`src/design/triangle_element_stiffness_unit_defines.svh`:
```
// Assertion macros for the triangle element stiffness unit.
`ifndef TRIANGLE_ELEMENT_STIFFNESS_UNIT_DEFINES_SVH
`define TRIANGLE_ELEMENT_STIFFNESS_UNIT_DEFINES_SVH
`ifndef SYNTHESIS
`define TES_ASSERT_IMP(label, clk, rst, ante, cons) \
  label: assert property (@(posedge clk) disable iff (rst) (ante) |-> (cons)) \
    else $error("assertion failed");
`define TES_ASSERT_NEXT(label, clk, rst, ante, cons) \
  label: assert property (@(posedge clk) disable iff (rst) (ante) |=> (cons)) \
    else $error("assertion failed");
`else
`define TES_ASSERT_IMP(label, clk, rst, ante, cons)
`define TES_ASSERT_NEXT(label, clk, rst, ante, cons)
`endif
`endif

```
`src/design/tes_pkg.sv`:
```
package tes_pkg;
  localparam int unsigned MaxNodesDefault = 65536;
  localparam int unsigned NodeW = 16;
  localparam int unsigned CoordW = 24;
  localparam int unsigned DiffW = 25;
  localparam int unsigned ProdW = 50;
  localparam int unsigned DetW = 51;
  localparam int unsigned NumW = 51;
  localparam int unsigned ValW = 32;
  localparam int unsigned DivW = 66;
  localparam int unsigned QW = 66;
  localparam int unsigned QueueDepth = 2;

  typedef struct packed {
    logic [NodeW-1:0] node_first;
    logic [NodeW-1:0] node_second;
    logic [NodeW-1:0] node_third;
    logic signed [CoordW-1:0] x_first;
    logic signed [CoordW-1:0] y_first;
    logic signed [CoordW-1:0] x_second;
    logic signed [CoordW-1:0] y_second;
    logic signed [CoordW-1:0] x_third;
    logic signed [CoordW-1:0] y_third;
  } tri_t;

  typedef struct packed {
    logic [NodeW-1:0] row_node;
    logic [NodeW-1:0] column_node;
    logic signed [ValW-1:0] contribution;
    logic degenerate;
    logic saturated;
    logic last_entry;
  } entry_t;

  // Classified triangle handed from front to back.
  typedef struct packed {
    logic [2:0][NodeW-1:0] node;
    logic signed [2:0][DiffW-1:0] bb;
    logic signed [2:0][DiffW-1:0] cc;
    logic [DetW-1:0] det_mag;
    logic zero;
  } job_t;
endpackage

```
`src/design/tes_queue.sv`:
```
module tes_queue (
  input  logic clk,
  input  logic rst,
  input  logic push,
  input  tes_pkg::job_t push_data,
  output logic full,
  output logic empty,
  input  logic pop,
  output tes_pkg::job_t pop_data
);
  localparam int unsigned AW = $clog2(tes_pkg::QueueDepth);
  tes_pkg::job_t mem [tes_pkg::QueueDepth];
  logic [AW-1:0] wp, rp;
  logic [AW:0] count;

  assign full = count == (AW+1)'(tes_pkg::QueueDepth);
  assign empty = count == '0;
  assign pop_data = mem[rp];

  // Hold entries in a small circular buffer.
  always_ff @(posedge clk) begin
    if (rst) begin
      wp <= '0;
      rp <= '0;
      count <= '0;
    end else begin
      if (push) wp <= wp + 1'b1;
      if (pop) rp <= rp + 1'b1;
      count <= count + (AW+1)'(push) - (AW+1)'(pop);
    end
    if (push) mem[wp] <= push_data;
  end
endmodule

```
`config.mk`:
```
export PLATFORM = sky130hd
export DESIGN_NAME = tes_queue
export DESIGN_NICKNAME = d
export VERILOG_FILES = /design/src/design/triangle_element_stiffness_unit_defines.svh /design/src/design/tes_pkg.sv /design/src/design/tes_queue.sv
export SDC_FILE = /design/constraint.sdc
export NUM_CORES = 1
export LEC_CHECK = 0
export BUFFER_PORTS_ARGS = -buffer_cell sky130_fd_sc_hd__buf_4
export CAP_MARGIN = 10
export CORE_ASPECT_RATIO = 1.5
export CORE_MARGIN = 5
export CORE_UTILIZATION = 30
export CTS_CLUSTER_SIZE = 30
export DETAILED_ROUTE_END_ITERATION = 8
export MAX_ROUTING_LAYER = met4
export SYNTH_ARGS = -nofsm -noshare
export SYNTH_HDL_FRONTEND = slang
export SYNTH_SLANG_ARGS = --single-unit
export TNS_END_PERCENT = 100
```
`constraint.sdc`:
```
create_clock -name clk -period 16.35 [get_ports clk]
set_input_delay 1.635 -clock clk [delete_from_list [all_inputs] [get_ports clk]]
set_output_delay 1.635 -clock clk [all_outputs]
set_load 0.02 [all_outputs]
```
# Word level (Yosys, flattened, before mapping)
# Memory sizes are Yosys's and may differ from the RTL's. A register that Yosys moved wholly into a read port is not among the register bits.
# Cells that the tools add are included.
# W data, S select, Z words.
# op_classes
n_reduce_logical	1
eq_ne	1
n_mux	4
add_sub_neg	4
# op_table
operator	count
$mux W1	4
$add A1 B1 Y1 const B	2
$add A2 B1 Y2	1
$eq A2 B2 Y1 const B	1
$logic_not A2 Y1	1
$sub A2 B1 Y2	1
# totals
mem_bits_rw	500
register_bits	4
n_memories	1
out_inout_bits	252
input_bits	254
elab_cells	14
# memory_table
memory	words	word_bits	rd	rd_clocked_by_memory_dff	wr	line	rtl
mem	2	250	1	1	1	tes_queue.sv:12	tes_pkg::job_t mem [tes_pkg::QueueDepth];

# Logic depth before layout (Yosys ltp)
# Gate-level depths: netlist (run 1).
# logic_depth
word_depth	3
ltp_mapped	6
depth_no_buf	6

# Worst setup path before layout (run 1)
# OpenSTA, ideal clock, no wires.
# synth_path
path_kind	input to register
startpoint	input push
endpoint	memory mem[0][0] (netlist bit), enable pin
arrival_ns	12.394
required_ns	15.455
path_stages	1
setup_slack_ns	3.060
path_buffers	0
setup_time_ns	0.895
path_cell_list	nor2b_1
# synth_between
elab_chain_cells	2
# synth_lines
item	line	rtl
from (decl)	tes_queue.sv:4	input logic push,
$mux W1	tes_queue.sv:31	if (push) mem[wp] <= push_data;
$mux W1 (not written as such)	tes_queue.sv:31	
to (decl)	tes_queue.sv:12	
# Every way passes these cells.

==> metrics.txt, run 1 <==
FILL cells 5725; clk_lat worst skew 580 ps; synthesized net count 1055; Setup crit end kind output port; Mean Syn Cell Area 23.89 um2; maximum vdd drop 0.00008660 V; post_cts resized 0; Syn. warnings 0; Ports 506; r2r endpoint mem[1][216]$_DFFE_PP_; nature of the critical path startpoint flip-flop; Core Area 0.06320 mm2; # setup viols final 0; Mapped Area 0.01909 mm2; Reg clk slew, reported paths 60 ps; # rows 113; Post-synth ARST share 0%; Via density 4.253; Arr. time, crit path 3730 ps; Post-Route Utilization 39.97%; Root Driver clkbuf_16; Initial Utilization 30.20%; Synth area leader edfxtp_1; top cell type's share of synthesized area 78.66%; most instantiated library cell after synthesis edfxtp_1; setup TNS 0 ps; Critical Path RT 14710 ps; CTS tree done; run status finished, final reports clean; worst r2r src wp$_SDFFE_PP0P_; Final ANT Viol Nets 0; grt total ovfl 0; Slew Limit Fails 0; drt first pass iters 4; share of layout cells above drive strength 1 60.95%; initial antenna violation count 2; Setup CP Type reg2out; RD Place Congestion 0.7814; Final Hold Viols 0; die width 216.0 um; DRC viols 0; Fin Clk Skew 12.56 ps; area grow syn2layout 32.32%; Synth cell types 14; Worst Tran Pin Value 1088 ps; Nets 1592; Bufs on Longest Clock Path 3; R2R Setup Slk 13810 ps; f_max 186.4 MHz; post-layout min period 5365 ps; Die Ht 318.9 um; Hold Path Depth 2; largest net degree at the start of global routing 152; PwrDens 123.1 mW/mm2; CTS Hold Buffers Added 0; CTS Buf Count 49; RSZ-0062 raised after global routing no; All-Layer GR Usage 12.83%; Reg2Reg Depth 2; First DRT Iteration DRCs 444; total number of vias 9279; hold_sp rp$_SDFFE_PP0P_; Final HPWL DP 30960 um; Die Area 0.06888 mm2; Leak 9.722 nW; Synth area leaders edfxtp_1, mux2_4, mux2_2, buf_6, dfxtp_1; Tcrit/Tclk final 32.81%; H-tree levels 2; vias in the first global route 10369; synthesized flop and latch total 505; Max Fanout on Critical Path 55; max-cap violations 0; Post-synth EDFFs 500; Main synth FF type edfxtp_1; Synth top cells by count edfxtp_1, mux2_4, mux2_2; mean routed wirelength per cell 20.47 um; sequential share of the synthesized area 79.18%; multi-input gate area in the final layout 0.003685 mm2; Max-slew headroom 27.43%; Mapped Cells 799; global-route wire length before repair 65130 um; postcts setup bufs 0; Clock Sinks 505; WL final 44660 um; FF/Latch Area 0.01512 mm2; Worst Hold Class reg2reg; port bufs 505
cell families (layout without fill, tap and decap cells):
family	Yosys count	after routing	synth area share (%)
adders and majority gates	2	2	0.1311
and+or+nand+nor	9	9	0.2295
buffers and inverters	30	606	1.567
DFF	505	505	79.18
xor gates and xnor gates	3	3	0.2098
muxes	250	250	18.68
other	0	2	0
where the power goes:
group          switching (mW)  internal, mW  total [mW]
Clock                   0.478         0.627        1.10
Combinational           0.234         0.230       0.464
Sequential             0.0256          1.51        1.54
Total                   0.738          2.37        3.11
cell usage in the layout, fill, tap and decap left out, drive strengths merged, types with 4 or more instances in the layout:
master    n
inv       5
dfxtp     5
bufinv    4
buf     514
edfxtp  500
nor2      5
clkinv   21
mux2    250
clkbuf   59
state kept, by name, indices dropped and copies added, names as in the netlist, named ones only:
signal	cells
wp	1
count	2
mem	500
rp	1
how the worst max path moves through the flow:
stage	end	slack, ps
2_1_floorplan	mem[0][0]$_DFFE_PP_	3060
3_3_place_gp	pop_data[209]	11590
3_5_place_dp	pop_data[209]	11520
4_1_cts	pop_data[209]	10860
5_1_grt	pop_data[209]	10730
6_report	pop_data[209]	10990
per-stage QoR:
stage | instance area (um2) | power [mW] | setup WS (ps) | instances | hold slack (ps)
4_1_cts | 25250 | 3.168 | 10860 | 2180 | 535.0
2_1_floorplan | 19090 | 1.859 | 3060 | 799 | 479.9
6_report | 25260 | 3.108 | 10990 | 2182 | 522.8
3_3_place_gp | 23690 | 2.035 | 11590 | 2090 | 493.4
5_1_grt | 25260 | 3.244 | 10730 | 2182 | 556.0
3_5_place_dp | 23690 | 2.042 | 11520 | 2090 | 508.8
worst max-delay path, stage by stage, from the launching register on:
cell and delay (ps):
dfxtp_4 860, buf_4 760, buf_4 860, mux2_4 360
buf_4 160
per-layer routing:
layer,wire (um),share of wire (%),global-route usage [%]
met2,23300,52,22.19
met4,1501,3.4,4.794
met5,0,0,-
met3,3955,8.9,4.811
met1,15900,36,13.32
final cells by class:
class / instances / area share (%)
multi-input combinational: 264 / 14.59
inverter: 2 / 0.02972
clock buffer: 59 / 5.087
clock inverter: 31 / 1.105
tap: 805 / 3.988
timing repair buffer: 514 / 15.33
antenna: 2 / 0.01981
sequential: 505 / 59.86
Power figures use the tool's default switching activity.
==> inputs of run 2 (changes only) <==
- clock period: 16.35 -> 5.5 ns (I/O delays scaled with it)
==> run 2 against run 1 <==
Via count grew 0.96%. Sequential cell count is the same. Power grew to 3.0 times the previous value. Die area is the same. Global-route usage shrank 0.28 points. Clock skew grew 8.1 ps. Combinational power grew to 3.0 times the previous value. Non-clock buffer count shrank 1. Critical endpoint is now pop_data[248].
==> metrics.txt, run 2 (synthesis results as in run 1) <==
WL met2 22510 um (was 23300 um); area grow syn2layout 32.98% (was 32.32%); PwrDens 369.2 mW/mm2 (was 123.1 mW/mm2); Via density 4.299 (was 4.253); worst r2r src wp$_SDFFE_PP0P_ (unchanged); drt first pass iters 4 (unchanged); Leak 9.775 nW (was 9.722 nW); RSZ-0062 raised after global routing no (unchanged); port bufs 505 (unchanged); clk_lat worst skew 590 ps (was 580 ps); Initial Utilization 30.20% (unchanged); Bufs on Longest Clock Path 3 (unchanged); max-cap violations 0 (unchanged); postcts setup bufs 0 (unchanged); max reg flops 500 (unchanged); largest net degree at the start of global routing 141 (was 152); Post-Layout Inst Area 0.02538 mm2 (was 0.02526 mm2); vias in the first global route 10359 (was 10369); peak per-stage delay on the critical path 830 ps (was 860 ps); Die Ht 318.9 um (unchanged); total number of vias 9368 (was 9279); share of power burned in registers 48.8% (was 49.5%); hold endpoint mem[1][139]$_DFFE_PP_; Ports 506 (unchanged); RD Place Congestion 0.7449 (was 0.7814); Slew Limit Fails 0 (unchanged); logic gate share of total power 14.8% (was 14.9%); Final ANT Viol Nets 0 (unchanged); Net Switching 2.173 mW (was 0.7377 mW); global-route wire length before repair 64250 um (was 65130 um); WL final 43690 um (was 44660 um); M1 wire length 15760 um (was 15900 um); initial antenna violation count 3 (was 2); Int Pwr 7.197 mW (was 2.371 mW); setup TNS 0 ps (unchanged); R2R Setup Slk 3430 ps (was 13810 ps); Fin Clk Skew 20.66 ps (was 12.56 ps); # setup viols final 0 (unchanged); FILL cells 5650 (was 5725); Switching Fraction 23.19% (was 23.73%); die width 216.0 um (unchanged); H-tree levels 2 (unchanged); mean routed wirelength per cell 20.05 um (was 20.47 um); biggest regs mem: 500 flops, count: 2 flops (unchanged); Clock Sinks 505 (unchanged); CTS tree done (unchanged); Max-slew headroom 26.09% (was 27.43%); clock share of power 36.4% (was 35.5%); most common cell after layout, fill and taps aside buf_4 (unchanged); Critical Path RT 4950 ps (was 14710 ps); post_cts resized 0 (unchanged); Setup crit end kind output port (unchanged); Root Driver clkbuf_16 (unchanged); run status finished, final reports clean (unchanged); share of layout cells above drive strength 1 61.12% (was 60.95%); Core Area 0.06320 mm2 (unchanged); critical-path cell list buf_4, mux2_2, buf_4 (was buf_4, buf_4, mux2_4, buf_4); Reg clk slew, reported paths 60 ps (about the same); post-layout min period 3194 ps; CTS Hold Buffers Added 0 (unchanged); metal3 WL 3885 um (was 3955 um); Tcrit/Tclk final 58.07%; f_max 313.1 MHz; DRC viols 0 (unchanged); most frequent CP cell buf_4 (unchanged); hold_sp push_data[139] (was rp$_SDFFE_PP0P_); Final Hold Viols 0 (unchanged); Reg2Reg Depth 2 (unchanged); Max Fanout on Critical Path 39 (was 55); Die Area 0.06888 mm2 (unchanged); Final HPWL DP 30240 um (was 30960 um); nature of the critical path startpoint flip-flop (unchanged); Worst Hold Class in2reg (was reg2reg); top metal layer carrying routed signals met4 (unchanged); r2r endpoint mem[1][81]$_DFFE_PP_ (was mem[1][216]$_DFFE_PP_); Post-DP Area 0.02374 mm2 (was 0.02369 mm2); Hold Path Depth 1 (was 2); slowest CP cell dfxtp_4 (unchanged); Worst Setup Slack, final 2306 ps (was 10990 ps); All-Layer GR Usage 12.55% (was 12.83%); maximum vdd drop 0.0003201 V (was 0.00008660 V); Arr. time, crit path 2640 ps (was 3730 ps); most frequent cells in the layout buf_4, edfxtp_1, mux2_4 (unchanged); First DRT Iteration DRCs 487 (was 444); CTS Buf Count 49 (unchanged); Worst Tran Pin Value 1109 ps (was 1088 ps); most flop-heavy register mem (unchanged); grt total ovfl 0 (unchanged); Setup CP Type reg2out (unchanged); Post-Place Worst Slack 2850 ps (was 11520 ps); Nets 1591 (was 1592); # rows 113 (unchanged); total power 9.370 mW (was 3.108 mW)
[run 2: cell types whose count changed in the layout (fill, tap and decap cells not counted), sizes merged]
cell,change
buf,-1
bufinv,+2
clkbuf,+2
clkinv,-4
clkinvlp,-2
diode,+1
inv,-1
[run 2: critical path: cells and delay by family (launching register included)]
family,cells,cell delay (ps)
multiplexers,1,410
flip-flops,1,830
buffers and inverters,2,820
[run 2: power by group through the flow]
stage	sequential, mW	clock, mW	combinational, mW
2_1_floorplan	4.64	0	0.829
3_3_place_gp	4.64	0	1.41
3_5_place_dp	4.66	0	1.42
4_1_cts	4.57	3.54	1.42
5_1_grt	4.59	3.70	1.47
6_report	4.57	3.41	1.39
[run 2: worst max-delay path by stage]
stage | end | slack (ps) | cells after the start
floorplan | mem[0][0]$_DFFE_PP_ | 780 | 1
global placement | pop_data[248] | 2870 | 3
detailed placement | pop_data[248] | 2850 | 3
CTS | pop_data[248] | 2190 | 3
global route | pop_data[248] | 2130 | 3
finish | pop_data[248] | 2310 | 3
[run 2: area by class of cell]
type | count | area (um2) | share of cell area (%)
clock inverter | 26 | 287.8 | 1.134
tap | 805 | 1007 | 3.968
multi-input combinational | 264 | 3685 | 14.52
clock buffer | 61 | 1344 | 5.294
sequential | 505 | 15120 | 59.56
inverter | 2 | 7.507 | 0.02958
timing repair buffer | 513 | 3926 | 15.47
antenna | 3 | 7.507 | 0.02958
[run 2: per-stage QoR]
step                      std cells  utilization (%)  hold WS, ps
final                          2179            40.16        144.1
after CTS                      2176            40.15        82.81
after detailed placement       2089            37.57        512.5
after floorplan                 799                -        479.9
after global routing           2179            40.16        102.1
after global placement         2089            37.57        502.9
[run 2: layer usage]
| layer | GRT usage (%) | vias up |
|---|---|---|
| met4 | 4.525 | 0 |
| li1 | - | 4252 |
| met2 | 21.62 | 384 |
| met5 | - | - |
| met1 | 13.20 | 4654 |
| met3 | 4.659 | 78 |
==> inputs of run 3 (changes only) <==
- ABC_AREA: not set -> 1
- clock period: 5.5 -> 2.88 ns (I/O delays scaled with it)
==> run 3 against run 2 <==
Register-to-register slack worse by 2200 ps. Final cell count up 13%. First-iteration DRC count shrank 13%. Power up 92%. Setup slack got worse by 1900 ps. Hold slack improved by 290 ps. Critical path depth did not move. Clock skew is 12 ps lower. Sequential power increased by 89%. Count of clock-buffer cells in the layout fell by 6.
==> metrics.txt, run 3 <==
max reg flops 500 (unchanged); initial antenna violation count 6 (was 3); share of layout cells above drive strength 1 51.97% (was 61.12%); Post-synth EDFFs 500 (unchanged); Arr. time, crit path 2160 ps (was 2640 ps); most common cell after layout, fill and taps aside buf_4 (unchanged); hold_sp push_data[119] (was push_data[139]); clk_lat worst skew 570 ps (was 590 ps); Worst Tran Pin Value 835.1 ps (was 1109 ps); CTS Buf Count 48 (was 49); maximum vdd drop 0.0005517 V (was 0.0003201 V); Max-slew headroom 44.33% (was 26.09%); top cell type's share of synthesized area 78.63% (was 78.66%); Ports 506 (unchanged); Final HPWL DP 31530 um (was 30240 um); Fin Clk Skew 8.338 ps (was 20.66 ps); postcts setup bufs 0 (unchanged); die width 216.0 um (about the same); final non-filler cell total 2461 (was 2179); WL final 46080 um (was 43690 um); Slew Limit Fails 0 (unchanged); most frequent cells in the layout buf_4, edfxtp_1, dlygate4sd3_1 (was buf_4, edfxtp_1, mux2_4); First DRT Iteration DRCs 424 (was 487); biggest regs mem: 500 flops, count: 2 flops (unchanged); Reg clk slew, reported paths 70 ps (was 60 ps); Synth area leaders edfxtp_1, mux2_4, mux2_2, buf_6, dfxtp_1 (unchanged); global-route wire length before repair 68910 um (was 64250 um); R2R Setup Slk 1250 ps (was 3430 ps); Reg2Reg Depth 3 (was 2); sequential share of the synthesized area 79.15% (was 79.18%); Mapped Area 0.01910 mm2 (was 0.01909 mm2); PwrDens 638.3 mW/mm2 (was 369.2 mW/mm2); # rows 113 (unchanged); Critical Path RT 2590 ps (was 4950 ps); # setup viols final 0 (unchanged); post_cts resized 0 (unchanged); Setup CP Type reg2out (unchanged); max-cap violations 0 (unchanged); most flop-heavy register mem (unchanged); Final ANT Viol Nets 0 (unchanged); largest net degree at the start of global routing 119 (was 141); dpl cells 2115 (was 2089); CTS tree done (unchanged); Synth cell types 15 (was 14); f_max 408.9 MHz; post-layout min period 2446 ps; grt total ovfl 0 (unchanged); Main synth FF type edfxtp_1 (unchanged); Root Driver clkbuf_16 (unchanged); Clock Sinks 505 (unchanged); most instantiated library cell after synthesis edfxtp_1 (unchanged); Max Fanout on Critical Path 74 (was 39); Post-synth ARST share 0% (unchanged); Hold Path Depth 2 (was 1); Mean Syn Cell Area 23.60 um2 (was 23.89 um2); Setup crit end kind output port (unchanged); synthesized flop and latch total 505 (unchanged); run status finished, final reports clean (unchanged); worst r2r src wp$_SDFFE_PP0P_ (unchanged); Bufs on Longest Clock Path 3 (unchanged); Hold Slack 436.3 ps (was 144.1 ps); drt first pass iters 4 (unchanged); Synth area leader edfxtp_1 (unchanged); Die Ht 319.0 um (was 318.9 um); Post-Route Utilization 44.53% (was 40.16%); RSZ-0062 raised after global routing no (unchanged); nature of the critical path startpoint flip-flop (unchanged); Final Hold Viols 0 (unchanged); Worst Hold Class in2reg (unchanged); setup TNS 0 ps (unchanged); DRC viols 0 (unchanged); mean routed wirelength per cell 18.72 um (was 20.05 um); Tcrit/Tclk final 84.92%; All-Layer GR Usage 13.24% (was 12.55%); Initial Utilization 30.22% (was 30.20%); Syn. warnings 0 (unchanged); hold endpoint mem[0][119]$_DFFE_PP_ (was mem[1][139]$_DFFE_PP_); area grow syn2layout 47.37% (was 32.98%); total number of vias 10431 (was 9368); Via density 4.239 (was 4.299); Core Area 0.06320 mm2 (unchanged); vias in the first global route 11707 (was 10359); Nets 1870 (was 1591); port bufs 505 (unchanged); Synth top cells by count edfxtp_1, mux2_4, mux2_2 (unchanged); total power 17.96 mW (was 9.370 mW); Leak 10.94 nW (was 9.775 nW); r2r endpoint mem[1][85]$_DFFE_PP_ (was mem[1][81]$_DFFE_PP_); RD Place Congestion 0.7511 (was 0.7449); Mapped Cells 809 (was 799); synthesized net count 1065 (was 1055); Die Area 0.06890 mm2 (was 0.06888 mm2); H-tree levels 2 (unchanged)
==> run 3: cell types whose count changed after synthesis, sizes merged <==
cell   before  now
inv         2    8
nand2       0    4
nor2        5    8
nor2b       3    0
a21oi       0    1
and2        1    0
nand3       0    1
nor3        0    1
xnor2       2    1
xnor3       1    0
==> run 3: repair_timing <==
item,4_1_cts,5_1_grt
hold endpoints to repair,505,0
hold buffers,254,0
setup endpoints to repair,0,0
==> run 3: worst max-delay path by stage <==
stage               depth (start not counted)  slack (ps)                   to
floorplan                                   2       -1650  mem[1][0]$_DFFE_PP_
global placement                            3        1030         pop_data[22]
detailed placement                          3        1010         pop_data[22]
CTS                                         3         360         pop_data[22]
global route                                3         330        pop_data[115]
finish                                      3         430        pop_data[115]
==> run 3: power by group <==
part,switching [mW],internal (mW)
registers,0.106,8.52
logic,1.37,1.50
clock network,2.64,3.83
total,4.11,13.9
==> run 3: worst max-delay path, stage by stage (launching register included) <==
cell and delay, ps:
dfxtp_4 490, buf_12 440, mux2_4 360, buf_4 160
==> run 3: final cells by class <==
type | instances | area, um2
Antenna cell | 7 | 17.52
Clock buffer | 55 | 1249
Clock inverter | 30 | 366.6
Fill cell | 5491 | 35060
Inverter | 8 | 36.28
Multi-Input combinational cell | 268 | 3670
Sequential cell | 505 | 15120
Tap cell | 805 | 1007
Timing Repair Buffer | 783 | 6676
==> run 3: cell families (layout without fill, tap and decap cells) <==
logic type | Yosys count | after routing | synth area share, %
adders and majority gates | 2 | 2 | 0.1310
and+or+nand+nor | 14 | 14 | 0.2882
muxes | 250 | 250 | 18.67
AOI/OAI and AO/OA | 1 | 1 | 0.02618
DFF | 505 | 505 | 79.15
buffers and inverters | 36 | 876 | 1.684
other | 0 | 7 | 0
xor gates and xnor gates | 1 | 1 | 0.04587
==> run 3: per-layer routing <==
layer | routed length (um) | track usage, % | vias to the layer above
met2 | 24630 | 23.69 | 385
met3 | 3199 | 3.701 | 95
met4 | 1787 | 5.684 | 0
li1 | - | - | 4836
met5 | 0 | - | -
met1 | 16460 | 13.55 | 5115
==> run 3: stage by stage <==
step	instance area [um2]	setup slack, ps
after floorplan	19110	-1655
after global placement	23970	1030
after detailed placement	23970	1009
after CTS	28120	355.9
after global routing	28140	328.7
final	28140	434.2
